`config.mk`:
```
export PLATFORM = sky130hd
export DESIGN_NAME = fpa_div_step
export DESIGN_NICKNAME = d
export VERILOG_FILES = /design/src/rtl/core/fpa_pkg.sv /design/src/rtl/core/fpa_div_step.sv
export SDC_FILE = /design/constraint.sdc
export NUM_CORES = 1
export LEC_CHECK = 0
export ABC_CLOCK_PERIOD_IN_PS = 13700
export BUFFER_PORTS_ARGS = -buffer_cell sky130_fd_sc_hd__buf_2
export CAP_MARGIN = 30
export CORE_AREA = 3 3 180 182
export DETAILED_ROUTE_END_ITERATION = 8
export DIE_AREA = 0 0 183 185
export MAX_ROUTING_LAYER = met4
export RECOVER_POWER = 50
export SLEW_MARGIN = 20
export SYNTH_ARGS = -nofsm -noshare
export SYNTH_HDL_FRONTEND = slang
export SYNTH_SLANG_ARGS = --single-unit
```
`constraint.sdc`:
```
create_clock -name clock -period 13.7 [get_ports clock]
set_input_delay 1.37 -clock clock [delete_from_list [all_inputs] [get_ports clock]]
set_output_delay 1.37 -clock clock [all_outputs]
set_load 0.03 [all_outputs]
```
`src/rtl/core/fpa_pkg.sv`:
```
// ----------------------------------------------------------------------------
// fpa_pkg
// Shared types and codes for the fixed-point ALU pipeline.
// ----------------------------------------------------------------------------
`default_nettype none

package fpa_pkg;

   typedef enum logic [3:0] {
      ACT_ADD    = 4'd0,
      ACT_SUB    = 4'd1,
      ACT_MUL    = 4'd2,
      ACT_DIV    = 4'd3,
      ACT_GT     = 4'd4,
      ACT_LT     = 4'd5,
      ACT_GE     = 4'd6,
      ACT_LE     = 4'd7,
      ACT_EQ     = 4'd8,
      ACT_NE     = 4'd9,
      ACT_MIN    = 4'd10,
      ACT_MAX    = 4'd11,
      ACT_INC    = 4'd12,
      ACT_DEC    = 4'd13,
      ACT_TO_INT = 4'd14
   } action_type;

   // Which path produces the final value
   typedef enum logic [1:0] {
      KIND_SIMPLE = 2'd0,
      KIND_MUL    = 2'd1,
      KIND_DIV    = 2'd2
   } kind_type;

   localparam logic [1:0] ST_OK   = 2'd0;
   localparam logic [1:0] ST_DIV0 = 2'd1;
   localparam logic [1:0] ST_OVF  = 2'd2;

   localparam int DIV_BITS = 32;

   // Payload carried from stage to stage
   typedef struct packed {
      kind_type    kind;
      logic [31:0] res;      // final value for simple operations
      logic        flag;
      logic [1:0]  status;
      logic        neg;      // sign of a product or quotient
      logic        big;      // quotient known to exceed 32 bits
      logic [63:0] mag;      // product, then rounded magnitude
      logic [31:0] rem;      // partial remainder
      logic [31:0] quo;      // quotient bits
      logic [31:0] lo;       // low dividend bits still to shift in
      logic [31:0] divisor;  // divisor magnitude
   } pipe_type;

endpackage

`default_nettype wire

```
`src/rtl/core/fpa_div_step.sv`:
```
// ----------------------------------------------------------------------------
// fpa_div_step
// One restoring-division stage: resolves one quotient bit.
// ----------------------------------------------------------------------------
`default_nettype none

module fpa_div_step #(
   parameter int BIT_POS = 31
) (
   input  wire logic             clock,
   input  wire logic             reset,
   input  wire logic             up_valid,
   output logic                  up_ready,
   input  wire fpa_pkg::pipe_type up_data,
   output logic                  down_valid,
   input  wire logic             down_ready,
   output fpa_pkg::pipe_type     down_data
);

   logic              vld_ff;
   fpa_pkg::pipe_type data_in, data_ff;
   logic [32:0]       trial, diff;
   logic              ge;

   always_comb begin
      trial   = {up_data.rem, up_data.lo[BIT_POS]};
      diff    = trial - {1'b0, up_data.divisor};
      ge      = (trial >= {1'b0, up_data.divisor});
      data_in = up_data;
      data_in.rem = ge ? diff[31:0] : trial[31:0];
      data_in.quo[BIT_POS] = ge;
   end

   assign up_ready = !vld_ff || down_ready;

   always_ff @(posedge clock) begin
      if (reset) begin
         vld_ff <= 1'b0;
      end else if (up_ready) begin
         vld_ff <= up_valid;
      end
   end

   always_ff @(posedge clock) begin
      if (up_ready) data_ff <= data_in;
   end

   assign down_valid = vld_ff;
   assign down_data  = data_ff;

endmodule

`default_nettype wire

```
==> metrics.yaml, run 1 <==
yosys:
  ys_ff_latch: 232
  yosys_warnings: 0
  synth-main-ff-cell: "edfxtp_1"
  ys_types: 48
  synth_area_sq_um: 9160
  synth_common_cells: "edfxtp_1 (231), a21oi_1 (56), inv_1 (39)"
  synth.largest_area_cell: "edfxtp_1"
  avgSynthCellArea_sq_um: 15.9
  ys_top_cells_by_area: "edfxtp_1 (76%), ha_1 (4.4%), a21oi_1 (3.1%)"
  post-synth-top-count-cell: "edfxtp_1"
  syn_nets: 844
  ys_seq_area_share_pct: 75.9
  synth_top_area_share_pct: 75.7
  ys_async_sr_fraction_pct: 0
  synth_edf_count: 231
  syn_inst: 576
flow_run:
  maxCapViolations: 1
finish:
  multi_input_area_sq_um: 1980
  fill_cells: 2994
  final_cell_count_no_fill: 1489
  nets: 1329
  layout.area.seq_sq_um: 6960
  fin_util_pct: 41.3
  area_growth_pct: 38.6
  drive_gt1_share_pct: 34.1
routing:
  avgRoutedWirePerCell_microns: 20.6
  vias_per_cell: 4.46
  route.antenna.remaining_nets: 0
  drt_wl_total_microns: 30700
  drt-initial-drc-count: 397
  dr.pass1.iters: 4
  drc_errors: 0
  vias: 6638
timing:
  hold_viol: 0
  skew_ns: 0.00651
  timing.hold.ws_ns: 1.02
  tns_ns: 0
  rsz0062_at_grt: "no"
  slew_viol_final: 28
  finalCriticalPeriod_ns: 4.63
  relSlewSlack_pct: -16.6
  min_period_over_period_pct: 33.8
  fmaxAchievable_mhz: 216
  worst_pin_slew_ns: 1.75
  setup_violations: 0
setup_path:
  cp_slowest_cell: "clkbuf_1"
  cp.required_ns: 13.84
  timing.rr.start: "down_valid"
  cpPeakStageDelay_ns: 1.30
  crit_cells: 5
  r2r_end: "down_data[208]"
  arrival_ns: 4.77
  cp-end-kind: "flop"
  startpoint_type: "primary input"
  critPathKind: "primary input to flop"
  r2r_slack_ns: 9.66
  cpMostUsedCell: "buf_4"
  cp_max_fo: 68
  r2r_cells: 4
  path_delay_family: "buffers and inverters"
  path_cells: "buf_2 -> nand2b_1 -> clkbuf_1 -> buf_4 -> buf_4"
  worst-path-buf-inv: 4
global_routing:
  track_usage_pct: 17.2
  overflow: 0
  grt_pass1_vias: 6572
  grt_pass1_wl_microns: 41800
  grt_max_degree: 86
  antenna_found_initial: 14
clocking:
  cts.sinks: 232
  cts_resized: 0
  htree_levels: 1
  hold_buffers: 0
  cts_tree: "built"
  clk_path_buf_depth: 3
  cts_setup_buffers: 0
  cts_root_buffer: "clkbuf_16"
  cts.clk_slew.worst_paths_ns: 0.06
  clk_latency_ns: 0.52
  cts_buffers: 25
worst_hold_path:
  hold_start: "reset"
  hp-class: "primary input to flop"
  whs_endpoint: "down_valid"
  hold-path-cell-count: 2
floorplanning:
  start_util_pct: 29.8
  die_y_microns: 185
  core_sq_um: 30700
  die-area_sq_um: 33900
  die_w_microns: 183
  row_count: 64
  io_pins: 468
power_and_ir_drop:
  vdd_ir_drop_max_v: 0.0000910
  power.density_nw_per_um2: 152
  p_leak_uw: 0.00532
  total_power_uw: 1930
run_status:
  violations: "max-capacitance violations, max-slew violations"
  status: "complete, but fails checks"
place:
  place_congestion: 0.840
  dp.cells: 1429
  dp_hpwl_microns: 24800
  portBuffers: 466
registers in the layout, summed over array words and instances, names as in the netlist:
name / flops
down_valid: 1
down_data: 231
routing by layer:
metal  vias to the layer above  global-route usage, %  wire length, microns
li1                       3180                      -                     -
met4                         0                   5.58                   749
met1                      3118                   19.4                 11600
met2                       295                   29.0                 15500
met3                        45                   5.68                  2870
met5                         -                      -                     0
cell type report:
class | count | area share [%]
antenna | 14 | 0.276
clock buffer | 26 | 4.96
clock inverter | 19 | 1.83
inverter | 39 | 1.15
multi-input combinational | 290 | 15.6
sequential | 232 | 54.8
tap | 396 | 3.90
timing repair buffer | 473 | 17.4
worst max-delay path by stage:
stage               slack, ns              to         from
CTS                      9.19  down_data[100]  up_data[18]
floorplan                5.20        up_ready   down_ready
finish                   9.07  down_data[208]   down_ready
detailed placement       8.65  down_data[100]  up_data[18]
global placement         8.21   down_data[99]  up_data[18]
global route             8.75  down_data[190]   down_ready
cell usage in the layout, fill, tap and decap left out, types with 8 or more instances in the layout:
cell       count
buf_2        310
edfxtp_1     231
clkbuf_1     158
a21oi_1       56
inv_1         39
nor2_1        37
ha_1          32
nand2_1       28
clkbuf_16     25
o21ai_0       15
xnor2_1       15
diode_2       14
a21o_1        13
xor2_1        12
nand3_1        8
power by group:
part           internal, uW  switching [uW]
clock network           429             279
registers               854            17.1
logic                   102             247
stage by stage:
step / area (sq um) / setup WS [ns]
global route: 12700 / 8.75
detailed placement: 12000 / 8.65
global placement: 12000 / 8.21
CTS: 12800 / 9.19
finish: 12700 / 9.07
floorplan: 9160 / 5.20
cells by family after synthesis:
logic type	synth area share (%)
buffers and inverters	2.39
and+or+nand+nor	4.89
xor gates and xnor gates	2.58
DFF	75.9
muxes	1.45
AOI/OAI and AO/OA	8.15
adders and majority gates	4.59
(Power assumes the default switching activity.)
==> run 2: changes to the inputs <==
--- a/config.mk
+++ b/config.mk
@@ -5,7 +5,7 @@
 export SDC_FILE = /design/constraint.sdc
 export NUM_CORES = 1
 export LEC_CHECK = 0
-export ABC_CLOCK_PERIOD_IN_PS = 13700
+export ABC_CLOCK_PERIOD_IN_PS = 4200
 export BUFFER_PORTS_ARGS = -buffer_cell sky130_fd_sc_hd__buf_2
 export CAP_MARGIN = 30
 export CORE_AREA = 3 3 180 182
==> constraint.sdc (replaced) <==
create_clock -name clock -period 4.2 [get_ports clock]
set_input_delay 0.42 -clock clock [delete_from_list [all_inputs] [get_ports clock]]
set_output_delay 0.42 -clock clock [all_outputs]
set_load 0.03 [all_outputs]
==> metrics.yaml, run 2 (synthesis gave the netlist of run 1 again) <==
power_and_ir_drop:
  vdd_ir_drop_max_v: 0.000254  # +180%
  p_leak_uw: 0.00541  # +1.7%
  power.density_nw_per_um2: 495  # +230%
setup_path:
  cpPeakStageDelay_ns: 0.41  # -0.89 ns
  cp_slowest_cell: "fa_1"
  timing.rr.start: "down_valid"
  cpMostUsedCell: "a21oi_1"
  path_delay_family: "compound AO/OA/AOI/OAI gates"
  path_cells: "clkbuf_1 -> inv_1 -> ha_1 -> fa_1 -> nand2b_1 -> a21oi_1 -> o2111ai_1 -> o311a_1 -> a21oi_1 -> a21oi_1 -> o41ai_1 -> xor2_1 -> mux2_1"
  r2r_cells: 2  # -2
  cp-end-kind: "flop"
  setup.worst_path.start: "up_data[63]"
  worst-path-buf-inv: 2  # -2
  cp.required_ns: 4.46  # -9.38 ns
  critPathKind: "primary input to flop"
  r2r_end: "down_data[79]"
  cp_max_fo: 3  # -96%
  startpoint_type: "primary input"
  r2r_slack_ns: 2.30  # -7.36 ns
  arrival_ns: 3.56  # -1.21 ns
clocking:
  cts_root_buffer: "clkbuf_16"
  clk_path_buf_depth: 3  # unchanged
  cts_setup_buffers: 0  # unchanged
  cts_buffers: 26  # +4.0%
  clk_latency_ns: 0.53  # about the same
  cts_resized: 0  # unchanged
  cts_tree: "built"
  htree_levels: 1  # unchanged
  cts.clk_slew.worst_paths_ns: 0.06  # about the same
  hold_buffers: 0  # unchanged
  cts.sinks: 232  # unchanged
floorplanning:
  start_util_pct: 29.8  # unchanged
  io_pins: 468  # unchanged
  row_count: 64  # unchanged
  core_sq_um: 30700  # unchanged
  die_y_microns: 185  # unchanged
  die-area_sq_um: 33900  # unchanged
  die_w_microns: 183  # unchanged
timing:
  fmaxAchievable_mhz: 303
  min_period_over_period_pct: 78.5
  setup_violations: 0  # unchanged
  tns_ns: 0  # unchanged
  rsz0062_at_grt: "no"
  finalCriticalPeriod_ns: 3.30
  relSlewSlack_pct: 42.1  # +59 points
  hold_viol: 0  # unchanged
  skew_ns: 0.0164  # +0.00991 ns
  slew_viol_final: 0  # -100%
  worst_pin_slew_ns: 0.869  # -0.880 ns
finish:
  area_growth_pct: 39.2
  drive_gt1_share_pct: 36.5  # +2.4 points
  largest_reg_flops: 231  # unchanged
  nets: 1331  # +0.15%
  stdcell_area_sq_um: 12700  # +0.42%
  layout_common_cells: "buf_2 (338), edfxtp_1 (231), clkbuf_1 (131), a21oi_1 (56), inv_1 (39)"
  final_common_cell: "buf_2"
routing:
  route.antenna.remaining_nets: 0  # unchanged
  avgRoutedWirePerCell_microns: 20.6  # -0.31%
  drt-initial-drc-count: 392  # -1.3%
  vias: 6680  # +0.63%
  dr.pass1.iters: 4  # unchanged
  drt_wl_total_microns: 30600  # -0.24%
  vias_per_cell: 4.48  # +0.57%
  drc_errors: 0  # unchanged
worst_hold_path:
  whs_endpoint: "down_valid"
  hold_start: "reset"
  hold-path-cell-count: 2  # unchanged
  hp-class: "primary input to flop"
global_routing:
  grt_pass1_vias: 6656  # +1.3%
  track_usage_pct: 17.2  # about the same
  grt_max_degree: 89  # +3.5%
  grt_pass1_wl_microns: 42200  # +0.82%
  overflow: 0  # unchanged
  antenna_found_initial: 10  # -4
flow_run:
  maxCapViolations: 0  # -1
place:
  place_congestion: 0.867  # +3.2%
  post_dp_cell_area_sq_um: 12000  # +0.27%
  portBuffers: 466  # unchanged
  dp_hpwl_microns: 24400  # -1.6%
run_status:
  status: "complete, no violations"
-- run 2: where the power goes --
part | internal, uW | switching (uW)
registers | 2790 | 53.5
clock network | 1410 | 909
logic | 341 | 809
-- run 2: how the worst max path moves through the flow --
| stage | slack, ns | end | cells past startpoint |
|---|---|---|---|
| after floorplan | 0.24 | down_data[0] | 1 |
| after global placement | 0.42 | down_data[126] | 13 |
| after detailed placement | 0.44 | down_data[126] | 13 |
| after CTS | 0.98 | down_data[126] | 13 |
| after global routing | 0.78 | down_data[126] | 13 |
| final | 0.90 | down_data[126] | 13 |
-- run 2: worst register-to-register path, cell delays in order (launching register included) --
cell	delay, ns
dfxtp_1	0.33
nand2b_4	0.65
buf_12	0.48
-- run 2: layout make-up --
| type | count | area (sq um) |
|---|---|---|
| multi-input combinational | 290 | 1990 |
| inverter | 39 | 146 |
| tap | 396 | 495 |
| timing repair buffer | 474 | 2260 |
| sequential | 232 | 6960 |
| fill | 2994 | 18000 |
| clock buffer | 30 | 687 |
| antenna | 12 | 30.0 |
| clock inverter | 17 | 183 |
-- run 2: metrics by stage --
step | util (%) | std cells | power [uW] | hold slack [ns] | worst slack, ns
floorplan | - | 576 | 3640 | 0.489 | 0.239
global placement | 39.1 | 1431 | 4060 | 0.576 | 0.418
detailed placement | 39.1 | 1431 | 4070 | 0.577 | 0.439
CTS | 41.9 | 1478 | 6420 | 0.00854 | 0.978
global route | 41.4 | 1488 | 6580 | 0.0136 | 0.775
finish | 41.5 | 1490 | 6310 | 0.0364 | 0.903
-- run 2: layer usage --
metal	part of all wire (%)	GRT usage, %	wire (microns)
met2	50	29.0	15400
met4	3.0	5.42	907
met5	0	-	0
met3	8.9	5.26	2720
met1	38	19.7	11600
