**config.mk**
```make
export PLATFORM = sky130hd
export DESIGN_NAME = fpa_back
export DESIGN_NICKNAME = d
export VERILOG_FILES = /design/src/rtl/core/fpa_pkg.sv /design/src/rtl/core/fpa_back.sv
export SDC_FILE = /design/constraint.sdc
export NUM_CORES = 1
export LEC_CHECK = 0
export ABC_AREA = 1
export BUFFER_PORTS_ARGS = -buffer_cell sky130_fd_sc_hd__buf_4
export CORE_ASPECT_RATIO = 1.1
export CORE_MARGIN = 5
export CORE_UTILIZATION = 32
export CTS_CLUSTER_SIZE = 10
export DETAILED_ROUTE_END_ITERATION = 8
export PLACE_DENSITY_LB_ADDON = 0.3
export SKIP_CTS_REPAIR_TIMING = 1
export SLEW_MARGIN = 20
export SYNTH_ARGS = -nofsm -noshare
export SYNTH_HDL_FRONTEND = slang
export SYNTH_SLANG_ARGS = --single-unit
```
**constraint.sdc**
```tcl
create_clock -name clock -period 10.3 [get_ports clock]
set_input_delay 2.575 -clock clock [delete_from_list [all_inputs] [get_ports clock]]
set_output_delay 2.575 -clock clock [all_outputs]
set_load 0.03 [all_outputs]
```
**src/rtl/core/fpa_pkg.sv**
```systemverilog
// ----------------------------------------------------------------------------
// fpa_pkg
// Shared types and codes for the fixed-point ALU pipeline.
// ----------------------------------------------------------------------------
`default_nettype none

package fpa_pkg;

   typedef enum logic [3:0] {
      ACT_ADD    = 4'd0,
      ACT_SUB    = 4'd1,
      ACT_MUL    = 4'd2,
      ACT_DIV    = 4'd3,
      ACT_GT     = 4'd4,
      ACT_LT     = 4'd5,
      ACT_GE     = 4'd6,
      ACT_LE     = 4'd7,
      ACT_EQ     = 4'd8,
      ACT_NE     = 4'd9,
      ACT_MIN    = 4'd10,
      ACT_MAX    = 4'd11,
      ACT_INC    = 4'd12,
      ACT_DEC    = 4'd13,
      ACT_TO_INT = 4'd14
   } action_type;

   // Which path produces the final value
   typedef enum logic [1:0] {
      KIND_SIMPLE = 2'd0,
      KIND_MUL    = 2'd1,
      KIND_DIV    = 2'd2
   } kind_type;

   localparam logic [1:0] ST_OK   = 2'd0;
   localparam logic [1:0] ST_DIV0 = 2'd1;
   localparam logic [1:0] ST_OVF  = 2'd2;

   localparam int DIV_BITS = 32;

   // Payload carried from stage to stage
   typedef struct packed {
      kind_type    kind;
      logic [31:0] res;      // final value for simple operations
      logic        flag;
      logic [1:0]  status;
      logic        neg;      // sign of a product or quotient
      logic        big;      // quotient known to exceed 32 bits
      logic [63:0] mag;      // product, then rounded magnitude
      logic [31:0] rem;      // partial remainder
      logic [31:0] quo;      // quotient bits
      logic [31:0] lo;       // low dividend bits still to shift in
      logic [31:0] divisor;  // divisor magnitude
   } pipe_type;

endpackage

`default_nettype wire

```
**src/rtl/core/fpa_back.sv**
```systemverilog
// ----------------------------------------------------------------------------
// fpa_back
// Quotient rounding, sign, saturation and the result register.
// ----------------------------------------------------------------------------
`default_nettype none

module fpa_back (
   input  wire logic             clock,
   input  wire logic             reset,
   input  wire logic             up_valid,
   output logic                  up_ready,
   input  wire fpa_pkg::pipe_type up_data,
   output logic                  down_valid,
   input  wire logic             down_ready,
   output logic [31:0]           result_value,
   output logic                  compare_flag,
   output logic [1:0]            status
);

   localparam logic [63:0] POS_LIM = 64'h0000_0000_7fff_ffff;
   localparam logic [63:0] NEG_LIM = 64'h0000_0000_8000_0000;

   logic              e1_vld_ff, e2_vld_ff, e1_ready, e2_ready;
   fpa_pkg::pipe_type e1_in, e1_ff;
   logic [32:0]       qr;
   logic              ovf;
   logic [31:0]       res_in, res_ff;
   logic              flag_ff;
   logic [1:0]        st_in, st_ff;

   always_comb begin
      e1_in = up_data;
      qr    = {1'b0, up_data.quo} + 33'({up_data.rem, 1'b0} >= {1'b0, up_data.divisor});
      if (up_data.kind == fpa_pkg::KIND_DIV) e1_in.mag = {31'd0, qr};
   end

   always_comb begin
      res_in = e1_ff.res;
      st_in  = e1_ff.status;
      ovf    = e1_ff.big || (e1_ff.neg ? (e1_ff.mag > NEG_LIM) : (e1_ff.mag > POS_LIM));
      if (e1_ff.kind != fpa_pkg::KIND_SIMPLE) begin
         if (ovf) begin
            res_in = e1_ff.neg ? NEG_LIM[31:0] : POS_LIM[31:0];
            st_in  = fpa_pkg::ST_OVF;
         end else begin
            res_in = e1_ff.neg ? (32'd0 - e1_ff.mag[31:0]) : e1_ff.mag[31:0];
         end
      end
   end

   assign e2_ready = !e2_vld_ff || down_ready;
   assign e1_ready = !e1_vld_ff || e2_ready;
   assign up_ready = e1_ready;

   always_ff @(posedge clock) begin
      if (reset) begin
         e1_vld_ff <= 1'b0;
         e2_vld_ff <= 1'b0;
      end else begin
         if (e1_ready) e1_vld_ff <= up_valid;
         if (e2_ready) e2_vld_ff <= e1_vld_ff;
      end
   end

   always_ff @(posedge clock) begin
      if (e1_ready) e1_ff <= e1_in;
      if (e2_ready) begin
         res_ff  <= res_in;
         flag_ff <= e1_ff.flag;
         st_ff   <= st_in;
      end
   end

   assign down_valid   = e2_vld_ff;
   assign result_value = res_ff;
   assign compare_flag = flag_ff;
   assign status       = st_ff;

endmodule

`default_nettype wire

```
==> results_tabular.tex, run 1 <==
\begin{tabular}{lr}
\hline
Metric & Value \\
\hline
\multicolumn{2}{l}{\textbf{Status}} \\
Result of the run & complete, no violations \\
\multicolumn{2}{l}{\textbf{Min path}} \\
Cells on Worst Hold Path & 0 \\
Hold worst-path end & compare\_flag \\
Min-Delay Path Class & flip-flop to flip-flop \\
Hold\_sp & e1\_ff[196] \\
\multicolumn{2}{l}{\textbf{Setup path}} \\
Setup crit start kind & input pin \\
Delay of the slowest cell on the worst path & between 0.3 and 0.4 ns \\
Critical path endpoint category & output pin \\
Source of the worst register-to-register timing path & e1\_ff[128] \\
Slack of the worst reg-to-reg path & roughly 7.5 ns \\
Reg-to-reg endpoint & result\_value[19] \\
Cell mode on critical path & sky130\_fd\_sc\_hd\_\_buf\_4 \\
CP cell instances & buf\_4, inv\_1, nand3\_4, buf\_4 \\
Required time of the critical path & 7.73 ns \\
Slowest stage cell on the critical path & sky130\_fd\_sc\_hd\_\_nand3\_4 \\
Crit path arrival time & roughly 3.4 ns \\
Type of the worst setup path & input pin to output pin \\
Highest net fanout along the worst path & 27 \\
R2R depth & 8 \\
\multicolumn{2}{l}{\textbf{Final layout}} \\
Final nets & between 1000 and 1500 \\
Fraction of final layout cells with drive strength greater than 1 & 26.6\% \\
Area growth from synthesis to layout & 33.7\% \\
Register area & $\sim$4200 µm² \\
Multi-input logic area & approximately 3300 µm² \\
Number of inserted filler cells in the final layout & about 2500 \\
Fin area & about 11000 µm² \\
\multicolumn{2}{l}{\textbf{Synthesis}} \\
Mapped Area & 8060 µm² \\
Number of distinct standard cells referenced by the synthesized netlist & 37 \\
Number of enable-type register cells in the synthesized netlist & between 100 and 150 \\
Mean post-synth cell area & 8.71 µm² \\
Sequential area share after synthesis & 51.9\% \\
Most used flip-flop cell after synthesis & sky130\_fd\_sc\_hd\_\_edfxtp\_1 \\
Post-synthesis cell count & just over 900 \\
Flip-flop and latch count after synthesis & 140 \\
Number of nets produced by synthesis & between 1000 and 1500 \\
Yosys synthesis warning count & 0 \\
Fraction of registers with async set/reset & 0\% \\
\multicolumn{2}{l}{\textbf{Timing}} \\
Achievable clock frequency & between 0.15 and 0.2 GHz \\
Max-slew headroom at the worst pin & 32.5\% \\
Worst Skew & 0.00971 ns \\
Part of the cycle the worst path needs & between 50\% and 60\% \\
Final setup fails & 0 \\
Post-layout min period & between 6 and 7 ns \\
Setup slack of the critical path after layout & 4.30 ns \\
Count of pins over their slew limit & 0 \\
Setup repair after global routing missed its margin & false \\
Setup Total Neg Slack & 0 ns \\
Final count of hold timing violations & 0 \\
Slew of the pin with the lowest slew margin & between 1 and 1.5 ns \\
\multicolumn{2}{l}{\textbf{Clock tree}} \\
Clk Tree Root Cell & sky130\_fd\_sc\_hd\_\_clkbuf\_16 \\
CTS tree & done \\
Clock Path Buffers & 2 \\
Number of levels in the clock H-tree & 4 \\
Inserted Clock Buffers & 17 \\
Clk sink count & 140 \\
Register clock-pin slew on the reported worst setup and hold paths & around 0.06 ns \\
Clock network latency to the later pin of the worst-skew pair & 0.42 ns \\
\multicolumn{2}{l}{\textbf{Drt}} \\
Wire length on met3 & roughly 1800 µm \\
Antenna viol nets, final & 0 \\
Routed length on met2 & between 10000 and 15000 µm \\
Number of iterations in the first detailed-routing pass & 5 \\
Number of vias per cell & roughly 4.6 \\
Initial DRC Count & 428 \\
Per-cell routed wire length & 15.3 µm \\
Routed vias & 6869 \\
Number of remaining DRC errors & 0 \\
WL final & approximately 23000 µm \\
Highest metal used & met4 \\
Wire length the detailed router placed on met1 & a little over 9000 µm \\
\multicolumn{2}{l}{\textbf{Placed design}} \\
Post-detail-place hpwl & $\sim$19000 µm \\
Final weighted congestion in routability-driven placement & slightly above 0.9 \\
Dpl ws & approximately 4.2 ns \\
I/O Buffers & $\sim$240 \\
Area after DPL & around 10000 µm² \\
\multicolumn{2}{l}{\textbf{Pwr}} \\
Largest vdd supply drop & between 0.0001 and 0.00015 V \\
Proportion of power drawn by flip-flops and latches & between 40\% and 50\% \\
Switching power total & 431 µW \\
Internal power component & 1.12 mW \\
Share of power burned in combinational logic & 16.3\% \\
Clock share of power & between 30\% and 40\% \\
Proportion of total power due to net switching & around 28\% \\
Power Density & approximately 140 nW/µm² \\
Leakage dissipation & between 4 and 5 nW \\
\multicolumn{2}{l}{\textbf{Die}} \\
Effective utilization at floorplan & about a third \\
Core Rows & approximately 60 \\
Die Wd & between 150 and 200 µm \\
CORE AREA & approximately 25000 µm² \\
Io pins & approximately 270 \\
Die Ht & between 150 and 200 µm \\
Area of the die & roughly 28000 µm² \\
\multicolumn{2}{l}{\textbf{Run}} \\
Max-cap violation count & 0 \\
\multicolumn{2}{l}{\textbf{Global routing}} \\
GRT overflow & 0 \\
Maximum number of pins on one net before global-route repair & 80 \\
Global-route usage over all layers & 16.0\% \\
First-pass GRT wire length & around 35000 µm \\
Via count of the first global-routing pass & around 6800 \\
Initial antenna violation count & 1 \\
\hline
\end{tabular}
-- power groups by stage --
stage	sequential, mW	clock (mW)	combinational (mW)
floorplan	0.732	0	0.108
global placement	0.709	0	0.252
detailed placement	0.709	0	0.255
CTS	0.697	0.611	0.256
global route	0.701	0.637	0.281
finish	0.697	0.597	0.252
-- cell usage after synthesis, types with 3 or more instances --
library cell,number,area share [%]
sky130_fd_sc_hd__nand2_1,223,10
sky130_fd_sc_hd__nor2_1,148,6.9
sky130_fd_sc_hd__edfxtp_1,138,51
sky130_fd_sc_hd__inv_1,124,5.8
sky130_fd_sc_hd__a21oi_1,43,2.7
sky130_fd_sc_hd__nand3_1,40,2.5
sky130_fd_sc_hd__ha_1,35,5.4
sky130_fd_sc_hd__o21ai_0,35,2.2
sky130_fd_sc_hd__xor2_1,22,2.4
sky130_fd_sc_hd__nand4_1,17,1.3
sky130_fd_sc_hd__clkbuf_1,15,0.70
sky130_fd_sc_hd__nor3_1,13,0.81
sky130_fd_sc_hd__a21oi_2,12,1.3
sky130_fd_sc_hd__xnor2_1,12,1.3
sky130_fd_sc_hd__nor2_2,9,0.70
sky130_fd_sc_hd__nand3_2,5,0.62
sky130_fd_sc_hd__nand3b_1,4,0.37
sky130_fd_sc_hd__buf_4,3,0.28
sky130_fd_sc_hd__buf_6,3,0.42
-- per-layer routing --
metal	vias to the layer above	GRT usage, %
met1	3087	18.4
li1	3526	-
met5	-	0
met4	0	6.08
met3	30	4.95
met2	226	27.8
-- kinds of logic after synthesis --
group,count (synthesis),share of synthesized area [%]
fa+ha+maj,35,5.43
xor+xnor,34,3.69
buf+inv,148,7.35
compound gates,102,7.34
flops,140,51.9
simple gates,467,24.3
-- per-stage QoR --
stage	hold WS [ns]	instances	total power [mW]	util, %
final	0.419	1496	1.55	43.1
after global routing	0.424	1496	1.62	43.1
after CTS	0.421	1495	1.56	43.0
after detailed placement	0.406	1463	0.965	40.7
after global placement	0.401	1463	0.961	40.7
after floorplan	0.400	926	0.841	-
-- cell type report --
| type | instances | area share (%) |
|---|---|---|
| timing repair buffer | 244 | 17.0 |
| tap | 315 | 3.66 |
| clock inverter | 15 | 1.47 |
| sequential | 140 | 38.8 |
| inverter | 126 | 4.41 |
| multi-input combinational | 638 | 30.7 |
| clock buffer | 17 | 3.95 |
| antenna | 1 | 0.0232 |
-- critical path, delay by kind of cell --
family | cells | cell delay, ns
AND/OR/NAND/NOR | 1 | 0.33
buffers and inverters | 3 | 0.51
-- layout by cell type, fill, tap and decap left out, types with 2 or more instances in the layout --
cell type / netlist / routed
sky130_fd_sc_hd__buf_4: 3 / 244
sky130_fd_sc_hd__nand2_1: 223 / 223
sky130_fd_sc_hd__nor2_1: 148 / 147
sky130_fd_sc_hd__edfxtp_1: 138 / 138
sky130_fd_sc_hd__inv_1: 124 / 123
sky130_fd_sc_hd__a21oi_1: 43 / 43
sky130_fd_sc_hd__nand3_1: 40 / 39
sky130_fd_sc_hd__o21ai_0: 35 / 35
sky130_fd_sc_hd__ha_1: 35 / 35
sky130_fd_sc_hd__xor2_1: 22 / 22
sky130_fd_sc_hd__nand4_1: 17 / 17
sky130_fd_sc_hd__clkbuf_16: 0 / 17
sky130_fd_sc_hd__nor3_1: 13 / 13
sky130_fd_sc_hd__xnor2_1: 12 / 12
sky130_fd_sc_hd__a21oi_2: 12 / 12
sky130_fd_sc_hd__nor2_2: 9 / 9
sky130_fd_sc_hd__inv_6: 0 / 8
sky130_fd_sc_hd__nand3_2: 5 / 5
sky130_fd_sc_hd__inv_8: 0 / 5
sky130_fd_sc_hd__nand3b_1: 4 / 4
sky130_fd_sc_hd__o21a_1: 2 / 2
sky130_fd_sc_hd__nor4_1: 2 / 2
sky130_fd_sc_hd__nor2_4: 1 / 2
sky130_fd_sc_hd__a31oi_1: 2 / 2
sky130_fd_sc_hd__o21bai_1: 2 / 2
sky130_fd_sc_hd__or2_2: 2 / 2
sky130_fd_sc_hd__o21ai_2: 2 / 2
sky130_fd_sc_hd__clkinv_8: 0 / 2
sky130_fd_sc_hd__dfxtp_1: 2 / 2
-- worst max-delay path by stage --
stage / startpoint / to / slack [ns] / cells past startpoint
2_1_floorplan: down_ready / up_ready / 2.55 / 2
3_3_place_gp: down_ready / up_ready / 4.23 / 4
3_5_place_dp: down_ready / up_ready / 4.24 / 4
4_1_cts: down_ready / up_ready / 4.25 / 4
5_1_grt: down_ready / up_ready / 4.22 / 4
6_report: down_ready / up_ready / 4.30 / 4
-- flip-flops by register name, indices dropped and copies added (netlist names) --
name / count
e1_vld_ff: 1
down_valid: 1
compare_flag: 1
status: 2
e1_ff: 103
result_value: 32
Note: power is estimated with default switching activity, not from simulation.
==> inputs of run 2 (changes only) <==
- clock period: 10.3 -> 4.95 ns (I/O delays scaled with it)
==> run 2 against run 1 <==
Against the previous run:
- non-clock buffer count is the same
- power grew 110%
- clock power increased by 110%
- sequential power is 110% higher
- critical path type is now input pin to flip-flop
- largest cell class unchanged
- highest routed layer unchanged
==> results_tabular.tex, run 2 (same netlist as run 1, synthesis figures left out) <==
\begin{tabular}{lr}
\hline
Metric & Value \\
\hline
\multicolumn{2}{l}{\textbf{Final layout}} \\
Final nets & 1437 (unchanged) \\
Area growth from synthesis to layout & 33.5\% \\
Core Util, Final & 43.0\% (-0.055 points) \\
Most common cell after layout, fill and taps aside & sky130\_fd\_sc\_hd\_\_buf\_4 \\
Commonest cells after routing, fill and taps aside & sky130\_fd\_sc\_hd\_\_buf\_4, sky130\_fd\_sc\_hd\_\_nand2\_1, sky130\_fd\_sc\_hd\_\_nor2\_1 \\
Reg with most FFs & e1\_ff \\
Count of placed standard cells in the final layout, fillers left out & 1496 (unchanged) \\
Number of flip-flops in the largest register & 103 (unchanged) \\
Fraction of final layout cells with drive strength greater than 1 & 26.6\% (unchanged) \\
\multicolumn{2}{l}{\textbf{Status}} \\
Result of the run & complete, no violations \\
\multicolumn{2}{l}{\textbf{Drt}} \\
WL final & 23300 µm (+1.8\%) \\
Routed vias & 6810 (-0.86\%) \\
Initial DRC Count & 323 (-25\%) \\
Number of vias per cell & 4.55 (-0.86\%) \\
Antenna viol nets, final & 0 (unchanged) \\
Number of remaining DRC errors & 0 (unchanged) \\
Number of iterations in the first detailed-routing pass & 4 (-1) \\
Per-cell routed wire length & 15.6 µm (+1.8\%) \\
\multicolumn{2}{l}{\textbf{Setup path}} \\
Critical path endpoint category & flip-flop \\
R2R depth & 9 (+1) \\
CP cell instances & buf\_4, ha\_1, nand2\_1, nor2\_1, nand4\_1, nor4\_1, nand3b\_1, nand3\_1, ha\_1, ha\_1, nand3\_1, nor2\_1, nand3\_1, nor2\_1, nand2\_1, xnor2\_1, nand2\_1, nand2\_1 \\
Source of the worst register-to-register timing path & e1\_ff[193] \\
Delay of the slowest cell on the worst path & 0.33 ns (about the same) \\
Type of the worst setup path & input pin to flip-flop \\
Highest net fanout along the worst path & 3 (-89\%) \\
Reg-to-reg endpoint & result\_value[19] \\
Setup crit start kind & input pin \\
Critical path startpoint & up\_data[109] \\
Slack of the worst reg-to-reg path & 2.11 ns (-5.37 ns) \\
Worst Setup EP & e1\_ff[154] \\
Crit path arrival time & 4.07 ns (+0.64 ns) \\
Required time of the critical path & 5.12 ns (-2.61 ns) \\
Worst path top cell family by delay & simple AND/OR/NAND/NOR gates \\
Critical path depth & 18 (+14) \\
Cell mode on critical path & sky130\_fd\_sc\_hd\_\_nand2\_1 \\
Buffers plus inverters on the worst setup path & 1 (-2) \\
Slowest stage cell on the critical path & sky130\_fd\_sc\_hd\_\_nor4\_1 \\
\multicolumn{2}{l}{\textbf{Clock tree}} \\
Clock network latency to the later pin of the worst-skew pair & 0.42 ns (about the same) \\
Inserted Clock Buffers & 17 (unchanged) \\
Clk Tree Root Cell & sky130\_fd\_sc\_hd\_\_clkbuf\_16 \\
CTS tree & done \\
Register clock-pin slew on the reported worst setup and hold paths & 0.06 ns (about the same) \\
Clk sink count & 140 (unchanged) \\
Clock Path Buffers & 2 (unchanged) \\
Number of levels in the clock H-tree & 4 (unchanged) \\
\multicolumn{2}{l}{\textbf{Timing}} \\
Achievable clock frequency & 0.257 GHz \\
Max-slew headroom at the worst pin & 32.6\% (+0.072 points) \\
Part of the cycle the worst path needs & about 79\% \\
Count of pins over their slew limit & 0 (unchanged) \\
Post-layout min period & around 3.9 ns \\
Setup Total Neg Slack & 0 ns (unchanged) \\
Slew of the pin with the lowest slew margin & 1.01 ns (-0.00108 ns) \\
Final count of hold timing violations & 0 (unchanged) \\
Worst Skew & 0.0135 ns (+0.00382 ns) \\
Setup slack of the critical path after layout & 1.06 ns (-3.24 ns) \\
Setup repair after global routing missed its margin & false \\
Final setup fails & 0 (unchanged) \\
\multicolumn{2}{l}{\textbf{Die}} \\
CORE AREA & 25000 µm² (unchanged) \\
Core Rows & 61 (unchanged) \\
Io pins & 272 (unchanged) \\
Area of the die & 28500 µm² (unchanged) \\
Die Ht & 176 µm (unchanged) \\
Die Wd & 161 µm (unchanged) \\
Effective utilization at floorplan & 32.2\% (unchanged) \\
\multicolumn{2}{l}{\textbf{Placed design}} \\
Dpl ws & 0.582 ns (-3.66 ns) \\
I/O Buffers & 239 (unchanged) \\
Post-detail-place hpwl & 18800 µm (+0.81\%) \\
Number of placed instances, taps included & 1463 (unchanged) \\
Final weighted congestion in routability-driven placement & 0.881 (-4.1\%) \\
\multicolumn{2}{l}{\textbf{Pwr}} \\
Leakage dissipation & 4.96 nW (-0.18\%) \\
Power Density & 297 nW/µm² (+110\%) \\
Largest vdd supply drop & 0.000221 V (+110\%) \\
Design Power & 3.20 mW (+110\%) \\
\multicolumn{2}{l}{\textbf{Global routing}} \\
GRT overflow & 0 (unchanged) \\
Maximum number of pins on one net before global-route repair & 69 (-14\%) \\
Initial antenna violation count & 1 (unchanged) \\
Global-route usage over all layers & 16.5\% (+0.53 points) \\
First-pass GRT wire length & 36800 µm (+4.6\%) \\
Via count of the first global-routing pass & 7178 (+4.9\%) \\
\multicolumn{2}{l}{\textbf{Run}} \\
Max-cap violation count & 0 (unchanged) \\
\multicolumn{2}{l}{\textbf{Min path}} \\
Min-Delay Path Class & flip-flop to flip-flop \\
Cells on Worst Hold Path & 0 (unchanged) \\
\hline
\end{tabular}
-- run 2: how the worst min path moves through the flow --
stage | startpoint | endpoint | slack [ns]
6_report | e1_ff[196] | compare_flag | 0.42
5_1_grt | e1_ff[196] | compare_flag | 0.43
4_1_cts | e1_ff[196] | compare_flag | 0.42
3_5_place_dp | e1_ff[196] | compare_flag | 0.41
3_3_place_gp | e1_ff[196] | compare_flag | 0.40
2_1_floorplan | e1_ff[196] | compare_flag | 0.40
-- run 2: per-layer routing --
| layer | wire [µm] | share of wire [%] | vias up | GRT usage [%] |
|---|---|---|---|---|
| met5 | 0 | 0 | - | 0 |
| met4 | 405 | 1.7 | 0 | 4.69 |
| met3 | 1830 | 7.8 | 20 | 5.44 |
| met2 | 11800 | 50 | 206 | 29.4 |
| met1 | 9320 | 40 | 3067 | 18.9 |
| li1 | - | - | 3517 | - |
-- run 2: cell type report --
class | instances | area, µm²
timing repair buffer | 244 | 1830
multi-input combinational | 638 | 3310
clock buffer | 17 | 425
sequential | 140 | 4180
tap | 315 | 394
antenna | 1 | 2.50
clock inverter | 15 | 145
inverter | 126 | 475
fill | 2544 | 14300
-- run 2: power by group --
group	total, mW	leakage, nW	switching (mW)	internal [mW]
clock	1.23	0.281	0.554	0.671
combinational	0.525	3.19	0.287	0.238
sequential	1.45	1.49	0.0456	1.41
total	3.20	4.96	0.886	2.31
-- run 2: per-stage QoR --
step                cell area, µm²  hold slack [ns]
floorplan                     8070            0.400
global placement             10200            0.404
detailed placement           10200            0.409
CTS                          10800            0.424
global route                 10800            0.431
finish                       10800            0.421
-- run 2: worst reg2reg max path: cells and delay by family (launching register included) --
family                 cells  cell delay, ns
AO/OA/AOI/OAI              3            1.42
buffers and inverters      2            0.46
flip-flops                 1            0.32
AND/OR/NAND/NOR            4            0.48
